==> src/rtl/fut_pkg.sv <==
// ----------------------------------------------------------------------------
// fut_pkg
// Shared types and constants of the filter usage timer with levels.
// ----------------------------------------------------------------------------
package fut_pkg;

  localparam int unsigned TimeW     = 32;
  localparam int unsigned LimitW    = 31;
  localparam int unsigned IntervalW = 20;
  localparam int unsigned LevelW    = 2;
  localparam int unsigned RedW      = 2;
  localparam int unsigned SubMsW    = 10;
  localparam int unsigned CfgIdxW   = 3;
  localparam int unsigned CfgDataW  = 32;

  // Session clock: ms ticks per whole second
  localparam logic [SubMsW-1:0] TicksPerSecond = SubMsW'(1000);

  // Register indexes
  localparam logic [CfgIdxW-1:0] CfgMaxOperating   = 3'd0;
  localparam logic [CfgIdxW-1:0] CfgMaxReplacement = 3'd1;
  localparam logic [CfgIdxW-1:0] CfgSaveInterval   = 3'd2;
  localparam logic [CfgIdxW-1:0] CfgInitialTime    = 3'd3;
  localparam logic [CfgIdxW-1:0] CfgInitialLevel   = 3'd4;

  // Register reset values
  localparam logic [LimitW-1:0]    RstMaxOperating   = LimitW'(28800);
  localparam logic [LimitW-1:0]    RstMaxReplacement = LimitW'(1800);
  localparam logic [IntervalW-1:0] RstSaveInterval   = IntervalW'(30000);
  localparam logic [TimeW-1:0]     RstInitialTime    = '0;
  localparam logic [LevelW-1:0]    RstInitialLevel   = '0;

  // Level codes
  localparam logic [LevelW-1:0] LvlOperating   = 2'd0;
  localparam logic [LevelW-1:0] LvlReplacement = 2'd1;
  localparam logic [LevelW-1:0] LvlBlocked     = 2'd2;
  localparam logic [LevelW-1:0] LvlInvalid     = 2'd3;

  // Red indicator modes
  localparam logic [RedW-1:0] RedOff    = 2'd0;
  localparam logic [RedW-1:0] RedSteady = 2'd1;
  localparam logic [RedW-1:0] RedBlink  = 2'd2;

  typedef struct packed {
    logic [LimitW-1:0]    max_operating_s;
    logic [LimitW-1:0]    max_replacement_s;
    logic [IntervalW-1:0] save_interval_ms;
  } fut_cfg_t;

  typedef struct packed {
    logic                 session_active;
    logic [SubMsW-1:0]    session_subsecond_ms;
    logic [TimeW-1:0]     session_seconds;
    logic [TimeW-1:0]     base_seconds;
    logic [TimeW-1:0]     persisted_seconds;
    logic [LevelW-1:0]    level;
    logic                 long_beep_armed;
    logic [IntervalW-1:0] ms_since_save;
  } fut_state_t;

  typedef struct packed {
    logic [LevelW-1:0] level;
    logic              green_lit;
    logic [RedW-1:0]   red_mode;
    logic              beep_blink;
    logic              beep_start;
    logic              beep_long;
    logic              time_write;
    logic [TimeW-1:0]  time_write_value;
  } fut_result_t;

  // 32-bit add that sticks at all ones
  function automatic logic [TimeW-1:0] sat_add(input logic [TimeW-1:0] a,
                                               input logic [TimeW-1:0] b);
    logic [TimeW:0] s;
    s = {1'b0, a} + {1'b0, b};
    return s[TimeW] ? '1 : s[TimeW-1:0];
  endfunction

endpackage

==> src/rtl/fut_step.sv <==
// ----------------------------------------------------------------------------
// fut_step
// One-tick update: next meter state and the result of one tick request.
// ----------------------------------------------------------------------------
module fut_step (
  input  fut_pkg::fut_cfg_t    cfg_i,
  input  fut_pkg::fut_state_t  state_i,
  input  logic                 button_pressed_i,
  output fut_pkg::fut_state_t  state_o,
  output fut_pkg::fut_result_t result_o
);
  import fut_pkg::*;

  logic [TimeW-1:0]     limit_sum;
  logic [TimeW-1:0]     total;
  logic [SubMsW-1:0]    sub_inc;
  logic [IntervalW-1:0] mss_inc;
  fut_state_t           s;
  fut_result_t          r;

  // Both limits are 31 bits wide, so this sum cannot overflow 32 bits
  assign limit_sum = {1'b0, cfg_i.max_operating_s} + {1'b0, cfg_i.max_replacement_s};

  always_comb begin
    s = state_i;
    r = '0;
    total = '0;
    sub_inc = state_i.session_subsecond_ms + SubMsW'(1);
    mss_inc = state_i.ms_since_save + IntervalW'(1);

    // session clock
    if (state_i.session_active) begin
      if (sub_inc >= TicksPerSecond) begin
        s.session_subsecond_ms = '0;
        s.session_seconds      = sat_add(state_i.session_seconds, TimeW'(1));
      end else begin
        s.session_subsecond_ms = sub_inc;
      end
    end

    // save spacing counter, clamped to the interval
    if (state_i.ms_since_save < cfg_i.save_interval_ms) begin
      s.ms_since_save = mss_inc;
    end else begin
      s.ms_since_save = cfg_i.save_interval_ms;
    end

    if (button_pressed_i) begin
      if (!state_i.session_active) begin
        s.session_active       = 1'b1;
        s.session_subsecond_ms = '0;
        s.session_seconds      = '0;
        s.base_seconds         = state_i.persisted_seconds;
        s.long_beep_armed      = 1'b1;
        r.beep_start           = 1'b1;
      end
      total = sat_add(s.base_seconds, s.session_seconds);
      if (s.ms_since_save >= cfg_i.save_interval_ms) begin
        r.time_write        = 1'b1;
        r.time_write_value  = total;
        s.persisted_seconds = total;
        s.ms_since_save     = '0;
      end
      if (total < {1'b0, cfg_i.max_operating_s}) begin
        s.level = LvlOperating;
      end else if (total < limit_sum) begin
        s.level = LvlReplacement;
      end else begin
        s.level = LvlBlocked;
      end
    end else if (state_i.session_active) begin
      s.session_active = 1'b0;
      s.base_seconds   = sat_add(state_i.base_seconds, s.session_seconds);
      r.time_write     = 1'b1;
      if (state_i.level == LvlReplacement) begin
        s.level            = LvlBlocked;
        r.time_write_value = limit_sum;
      end else begin
        r.time_write_value = s.base_seconds;
      end
      s.persisted_seconds = r.time_write_value;
    end

    // indication
    unique case (s.level)
      LvlOperating: begin
        r.green_lit = 1'b1;
      end
      LvlReplacement: begin
        r.red_mode   = RedBlink;
        r.beep_blink = 1'b1;
      end
      LvlBlocked: begin
        r.red_mode = RedSteady;
        if (s.long_beep_armed) begin
          s.long_beep_armed = 1'b0;
          r.beep_long       = 1'b1;
        end
      end
      default: begin
        // invalid level: all indication off, long beep stays armed
      end
    endcase
    r.level = s.level;
  end

  assign state_o  = s;
  assign result_o = r;

endmodule

==> src/rtl/filter_usage_timer_levels.sv <==
// ----------------------------------------------------------------------------
// filter_usage_timer_levels
// Filter usage meter with operating, replacement and blocked levels.
// ----------------------------------------------------------------------------
// Usage:
//   Send one request per millisecond tick on the input channel
//   (in_valid_i / in_ready_o) carrying the debounced button level.
//   Each accepted request yields exactly one result on the output channel
//   (out_valid_o / out_ready_i): level, indicator and beeper modes, the
//   start and long beep pulses and a persisted-time write strobe with value.
//   Timing: the result is registered and valid in the cycle after the request is accepted.
//   Throughput: one request per cycle while results are taken; the update is a single combinational
//   pass between the meter state registers and the result register.
//   Stall: while a result waits and out_ready_i is low, in_ready_o is low;
//   when the result is taken, a new request is accepted in the same cycle.
//   Configuration: cfg_we_i writes cfg_wdata_i to register cfg_index_i
//   (0 max operating s, 1 max replacement s, 2 save interval ms,
//   3 initial time s, 4 initial level). Writing the initial time loads the
//   base and persisted time; writing the initial level loads the level.
//   Other indexes are ignored. Write only while no request is in flight.
//   Reset (rst_ni low, asynchronous): configuration and state registers return to their defaults,
//   no session is active, and the output channel is empty.
// ----------------------------------------------------------------------------
module filter_usage_timer_levels (
  input  logic                          clk_i,
  input  logic                          rst_ni,
  // tick requests
  input  logic                          in_valid_i,
  output logic                          in_ready_o,
  input  logic                          button_pressed_i,
  // results
  output logic                          out_valid_o,
  input  logic                          out_ready_i,
  output logic [fut_pkg::LevelW-1:0]    level_o,
  output logic                          green_lit_o,
  output logic [fut_pkg::RedW-1:0]      red_mode_o,
  output logic                          beep_blink_o,
  output logic                          beep_start_o,
  output logic                          beep_long_o,
  output logic                          time_write_o,
  output logic [fut_pkg::TimeW-1:0]     time_write_value_o,
  // configuration writes
  input  logic                          cfg_we_i,
  input  logic [fut_pkg::CfgIdxW-1:0]   cfg_index_i,
  input  logic [fut_pkg::CfgDataW-1:0]  cfg_wdata_i
);
  import fut_pkg::*;

  fut_cfg_t    cfg_q, cfg_d;
  fut_state_t  state_q, state_d, step_state;
  fut_result_t step_result;
  fut_result_t result_q;
  logic        out_valid_q, out_valid_d;
  logic        in_accept;

  // Result register is free, or being emptied this cycle
  assign in_ready_o = !out_valid_q || out_ready_i;
  assign in_accept  = in_valid_i && in_ready_o;

  fut_step u_step (
    .cfg_i            (cfg_q),
    .state_i          (state_q),
    .button_pressed_i (button_pressed_i),
    .state_o          (step_state),
    .result_o         (step_result)
  );

  // Config writes and state update; the user must write only while idle, not enforced here
  always_comb begin
    cfg_d   = cfg_q;
    state_d = state_q;
    if (in_accept) begin
      state_d = step_state;
    end
    if (cfg_we_i) begin
      unique case (cfg_index_i)
        CfgMaxOperating:   cfg_d.max_operating_s   = cfg_wdata_i[LimitW-1:0];
        CfgMaxReplacement: cfg_d.max_replacement_s = cfg_wdata_i[LimitW-1:0];
        CfgSaveInterval:   cfg_d.save_interval_ms  = cfg_wdata_i[IntervalW-1:0];
        CfgInitialTime: begin
          state_d.base_seconds      = cfg_wdata_i[TimeW-1:0];
          state_d.persisted_seconds = cfg_wdata_i[TimeW-1:0];
        end
        CfgInitialLevel:   state_d.level = cfg_wdata_i[LevelW-1:0];
        default: begin
          // unknown index: ignored
        end
      endcase
    end
  end

  always_comb begin
    out_valid_d = out_valid_q;
    if (in_accept) begin
      out_valid_d = 1'b1;
    end else if (out_ready_i) begin
      out_valid_d = 1'b0;
    end
  end

  always_ff @(posedge clk_i or negedge rst_ni) begin
    if (!rst_ni) begin
      cfg_q.max_operating_s       <= RstMaxOperating;
      cfg_q.max_replacement_s     <= RstMaxReplacement;
      cfg_q.save_interval_ms      <= RstSaveInterval;
      state_q.session_active       <= 1'b0;
      state_q.session_subsecond_ms <= '0;
      state_q.session_seconds      <= '0;
      state_q.base_seconds         <= RstInitialTime;
      state_q.persisted_seconds    <= RstInitialTime;
      state_q.level                <= RstInitialLevel;
      state_q.long_beep_armed      <= 1'b0;
      state_q.ms_since_save        <= '0;
      out_valid_q                  <= 1'b0;
    end else begin
      cfg_q       <= cfg_d;
      state_q     <= state_d;
      out_valid_q <= out_valid_d;
    end
  end

  // Result payload, no reset needed
  always_ff @(posedge clk_i) begin
    if (in_accept) begin
      result_q <= step_result;
    end
  end

  assign out_valid_o        = out_valid_q;
  assign level_o            = result_q.level;
  assign green_lit_o        = result_q.green_lit;
  assign red_mode_o         = result_q.red_mode;
  assign beep_blink_o       = result_q.beep_blink;
  assign beep_start_o       = result_q.beep_start;
  assign beep_long_o        = result_q.beep_long;
  assign time_write_o       = result_q.time_write;
  assign time_write_value_o = result_q.time_write_value;

endmodule

==> config.mk <==
export PLATFORM = sky130hd
export DESIGN_NAME = filter_usage_timer_levels
export DESIGN_NICKNAME = d
export VERILOG_FILES = /design/src/rtl/fut_pkg.sv /design/src/rtl/fut_step.sv /design/src/rtl/filter_usage_timer_levels.sv
export SDC_FILE = /design/constraint.sdc
export NUM_CORES = 1
export LEC_CHECK = 0
export ABC_AREA = 1
export BUFFER_PORTS_ARGS = -buffer_cell sky130_fd_sc_hd__buf_4
export CAP_MARGIN = 10
export CORE_MARGIN = 4
export CORE_UTILIZATION = 60
export CTS_CLUSTER_SIZE = 12
export DETAILED_ROUTE_END_ITERATION = 10
export GPL_ROUTABILITY_DRIVEN = 0
export HOLD_SLACK_MARGIN = 0.05
export PLACE_DENSITY_LB_ADDON = 0.2
export SYNTH_ARGS = -nofsm -noshare
export SYNTH_HDL_FRONTEND = slang
export SYNTH_HIERARCHICAL = 1
export SYNTH_SLANG_ARGS = --single-unit
==> constraint.sdc <==
create_clock -name clk_i -period 7 [get_ports clk_i]
set_clock_uncertainty 0.05 [all_clocks]
set_input_delay 0.7 -clock clk_i [delete_from_list [all_inputs] [get_ports clk_i]]
set_output_delay 0.7 -clock clk_i [all_outputs]
set_load 0.005 [all_outputs]
==> impl_results.md <==
* Run status: finished, final reports clean
* Die extent in x at 203 um
* Simple-Gate Fraction of Synth Area at 29.9%
* Mux cell area share after synthesis at 0%
* Arr. time, crit path at 7.12 ns
* Global-route wire length before repair at 114,000 um
* Synth Area in Compound Gates at 17.1%
* Top post-synthesis cells by area: sky130_fd_sc_hd__dfrtp_1 22%, sky130_fd_sc_hd__nand2_1 15%, sky130_fd_sc_hd__ha_1 11%, sky130_fd_sc_hd__inv_1 7.0%, sky130_fd_sc_hd__nor2_1 6.8%
* Number of port buffers at 83
* Net count reported at finish at 3,683
* Number of maximum-capacitance constraint violations at 0
* Placed instance area at 23,700 um2
* CTS tree: yes
* Vias/cell at 5.94
* Global route overflow at 0
* Seq cells post-synth at 254
* Number of buffers inserted during clock tree synthesis at 31
* Max-slew violation count at 0
* Clock latency of the later-clocked register in the worst-skew pair at 0.58 ns
* CTS Hold Buffers Added at 0
* Library cell with the highest instance count after synthesis: sky130_fd_sc_hd__nand2_1
* DR iter-0 viols at 2,763
* Placement Rows at 71
* Final design area excluding fillers at 24,900 um2
* Antenna Cells at 0
* Antenna-violating nets left at 0
* Flip-flop cell with the highest count after synthesis: sky130_fd_sc_hd__dfrtp_1
* Worst stage delay on the critical path at 0.41 ns
* Sequential cell area fraction in the yosys report at 28.7%
* Die area at 41,400 um2
* Maximum clock insertion buffer count at 3
* Switching Share at 50.5%
* Final Util at 66.1%
* Filler Cell Count at 3,435
* Power density of the placed cells at 423 nW/um2
* H-tree lvl count at 1
* Async S/R FF share, synth at 83.9%
* Remaining routing DRC violations at 0
* I/O pin count at 84
* Worst path buffer plus inverter count at 4
* Cell repeated most along the worst path: sky130_fd_sc_hd__nand2_1
* EDFF count, synth at 41
* Largest area contributor in the synthesized netlist: sky130_fd_sc_hd__dfrtp_1
* Part of the total power dissipated in combinational logic at 61.5%
* Crit path capture type: flip-flop
* XOR/XNOR Fraction of Synth Area at 3.06%
* Worst hold path class: primary input to async pin
* Syn Nets at 3,674
* Clk sink count at 254
* Dominant combinational cell family by area after synthesis: simple AND/OR/NAND/NOR gates
* Cell variety after synth at 70
* Synth Warn # at 6
* Mean cell area of the mapped netlist at 6.67 um2
* Period utilization at 95.0%
* Layout cell share with drive strength beyond 1 at 8.31%
* Placeable Area at 37,700 um2
* Final-layout worst hold slack at 0.136 ns
* Clock slew seen by the registers of the worst setup and hold paths at 0.06 ns
* Commonest cells in the synthesized netlist: 914 x sky130_fd_sc_hd__nand2_1, 429 x sky130_fd_sc_hd__inv_1, 412 x sky130_fd_sc_hd__nor2_1
* Setup violators final at 0
* Area growth from synthesis to layout at 8.71%
* Clk Tree Root Cell: sky130_fd_sc_hd__clkbuf_16
* Highest clock frequency the design can meet at 150 MHz
* Pin count of the biggest net entering global routing at 111
* Vias in the first global route at 22,200
* WL per Instance at 17.9 um
* Critical Path Start Type: flip-flop
* DRT Wirelength at 71,300 um
* Crit-path max FO at 21
* Antenna violations before repair at 0
* Instance count of the mapped netlist at 3,431
* Internal portion of total power at 5.22 mW
* Initial DRT Pass Iterations at 7
* Final count of hold timing violations at 0
* Tmin final at 6.65 ns
* Seq pwr share at 23.2%
* Required @ worst endpoint at 7.46 ns
* Clk pwr share at 15.3%
* Maximum VDD drop at 0.263 mV
* Leakage power at 13.1 nW
* Sum of net half-perimeters after detailed placement at 52,600 um
* Cell class contributing the biggest share of worst-path delay: simple AND/OR/NAND/NOR gates
* Mapped cell area at 22,900 um2
* Start-to-end type of the worst setup path: flip-flop to flip-flop
* Via count of the routed design at 23,600
* Switch Pwr at 5.31 mW
* Starting Density at 60.8%
* Height of the die at 203 um
* GRT Overall Usage at 33.3%
* Worst Tran Pin Value at 1.18 ns
* Max-slew headroom at 21.5%
* Adder-cell area share of the yosys netlist at 11.1%
* Share of Yosys cell area claimed by the top area cell type at 21.6%
* Highest-delay cell along the critical path: sky130_fd_sc_hd__a2111oi_0
[layout by cell type, fill, tap and decap left out, drive strengths merged, types with 3 or more instances in the layout]
cell type and count:
nand2 931, inv 446, nor2 422, o21ai 255, a21oi 224, ha 199
dfrtp 198, nand3 145, buf 109, xor2 57, nor3 55, clkbuf 48
nand4 42, edfxtp 41, a22oi 36, o21bai 32, or2 28, xnor2 23
a31oi 19, dfstp 15, a211oi 15, o211ai 15, a21o 14, nor4 14
o21a 10, a21boi 9, nand3b 8, o31ai 7, o32ai 6, clkinv 6
o22a 5, o221ai 4, a2bb2oi 4, clkinvlp 3, o2111ai 3, fa 3
[layout make-up]
| type | instances | area (um2) | area share, % |
|---|---|---|---|
| well taps | 511 | 639 | 2.57 |
| repair buffers | 109 | 842 | 3.38 |
| clock inverters | 9 | 87.6 | 0.352 |
| flip-flops and latches | 254 | 6580 | 26.4 |
| multi-input cells | 2597 | 14100 | 56.7 |
| clock buffers | 48 | 931 | 3.74 |
| inverters | 447 | 1690 | 6.79 |
[kinds of logic (layout without fill, tap and decap cells)]
group,after synthesis,after routing
AO/OA/AOI/OAI,666,666
flip-flops,254,254
AND/OR/NAND/NOR,1648,1649
buffers and inverters,581,613
XOR/XNOR,80,80
adder cells (fa/ha/maj),202,202
[flip-flops by register name (all words and copies together) (netlist names)]
signal	flops
state_q	130
cfg_q	82
time_write_value_o	32
level_o	2
red_mode_o	2
beep_blink_o	1
beep_long_o	1
beep_start_o	1
green_lit_o	1
out_valid_o	1
time_write_o	1
[worst register-to-register path: cells and delay by family, from the launching register on]
kind	cells	cell delay [ns]
compound gates	7	1.51
xor+xnor	1	0.16
fa+ha+maj	3	0.89
buf+inv	4	0.38
flops	1	0.39
simple gates	28	3.22
[worst paths after layout]
| kind | cells after the start | slack [ns] | start | to |
|---|---|---|---|---|
| max in group asynchronous | 2 | 5.39 | rst_ni | state_q[129]$_DFFE_PN0N_ |
| min reg2reg | 2 | 0.44 | cfg_q[18]$_DFFE_PN0P_ | cfg_q[18]$_DFFE_PN0P_ |
| max | 43 | 0.35 | state_q[119]$_DFFE_PN0N_ | state_q[20]$_DFFE_PN0N_ |
| max reg2reg | 43 | 0.35 | state_q[119]$_DFFE_PN0N_ | state_q[20]$_DFFE_PN0N_ |
| min in group clk_i | 3 | 0.34 | cfg_wdata_i[21] | state_q[44]$_DFF_PN0_ |
| min | 1 | 0.14 | rst_ni | state_q[4]$_DFFE_PN0N_ |
[power groups by stage]
| stage | registers, mW | clock network (mW) | logic, mW |
|---|---|---|---|
| 2_1_floorplan | 2.32 | 0 | 4.54 |
| 3_3_place_gp | 2.43 | 0 | 5.96 |
| 3_5_place_dp | 2.45 | 0 | 6.20 |
| 4_1_cts | 2.43 | 1.64 | 6.26 |
| 5_1_grt | 2.50 | 1.70 | 7.17 |
| 6_report | 2.44 | 1.61 | 6.48 |
[per-layer routing]
layer	wire length [um]	GRT usage [%]
met1	28600	44.0
met2	32400	54.3
met3	5980	3.94
met4	4330	16.6
met5	0	0
[per-stage QoR]
step                      TNS (ns)  instances  total power, mW  worst slack (ns)
after floorplan                  0       3431             6.86              1.47
after global placement           0       3914             8.39             0.327
after detailed placement         0       3914             8.65             0.144
after CTS                        0       3971             10.3            0.0824
after global routing        -0.132       3975             11.4           -0.0576
final                            0       3975             10.5             0.347
[timing repair]
item,in CTS,in global routing
setup buffers,0,2
endpoints found under the setup margin,0,10
resized for setup,0,27
Power figures use the tool's default switching activity.
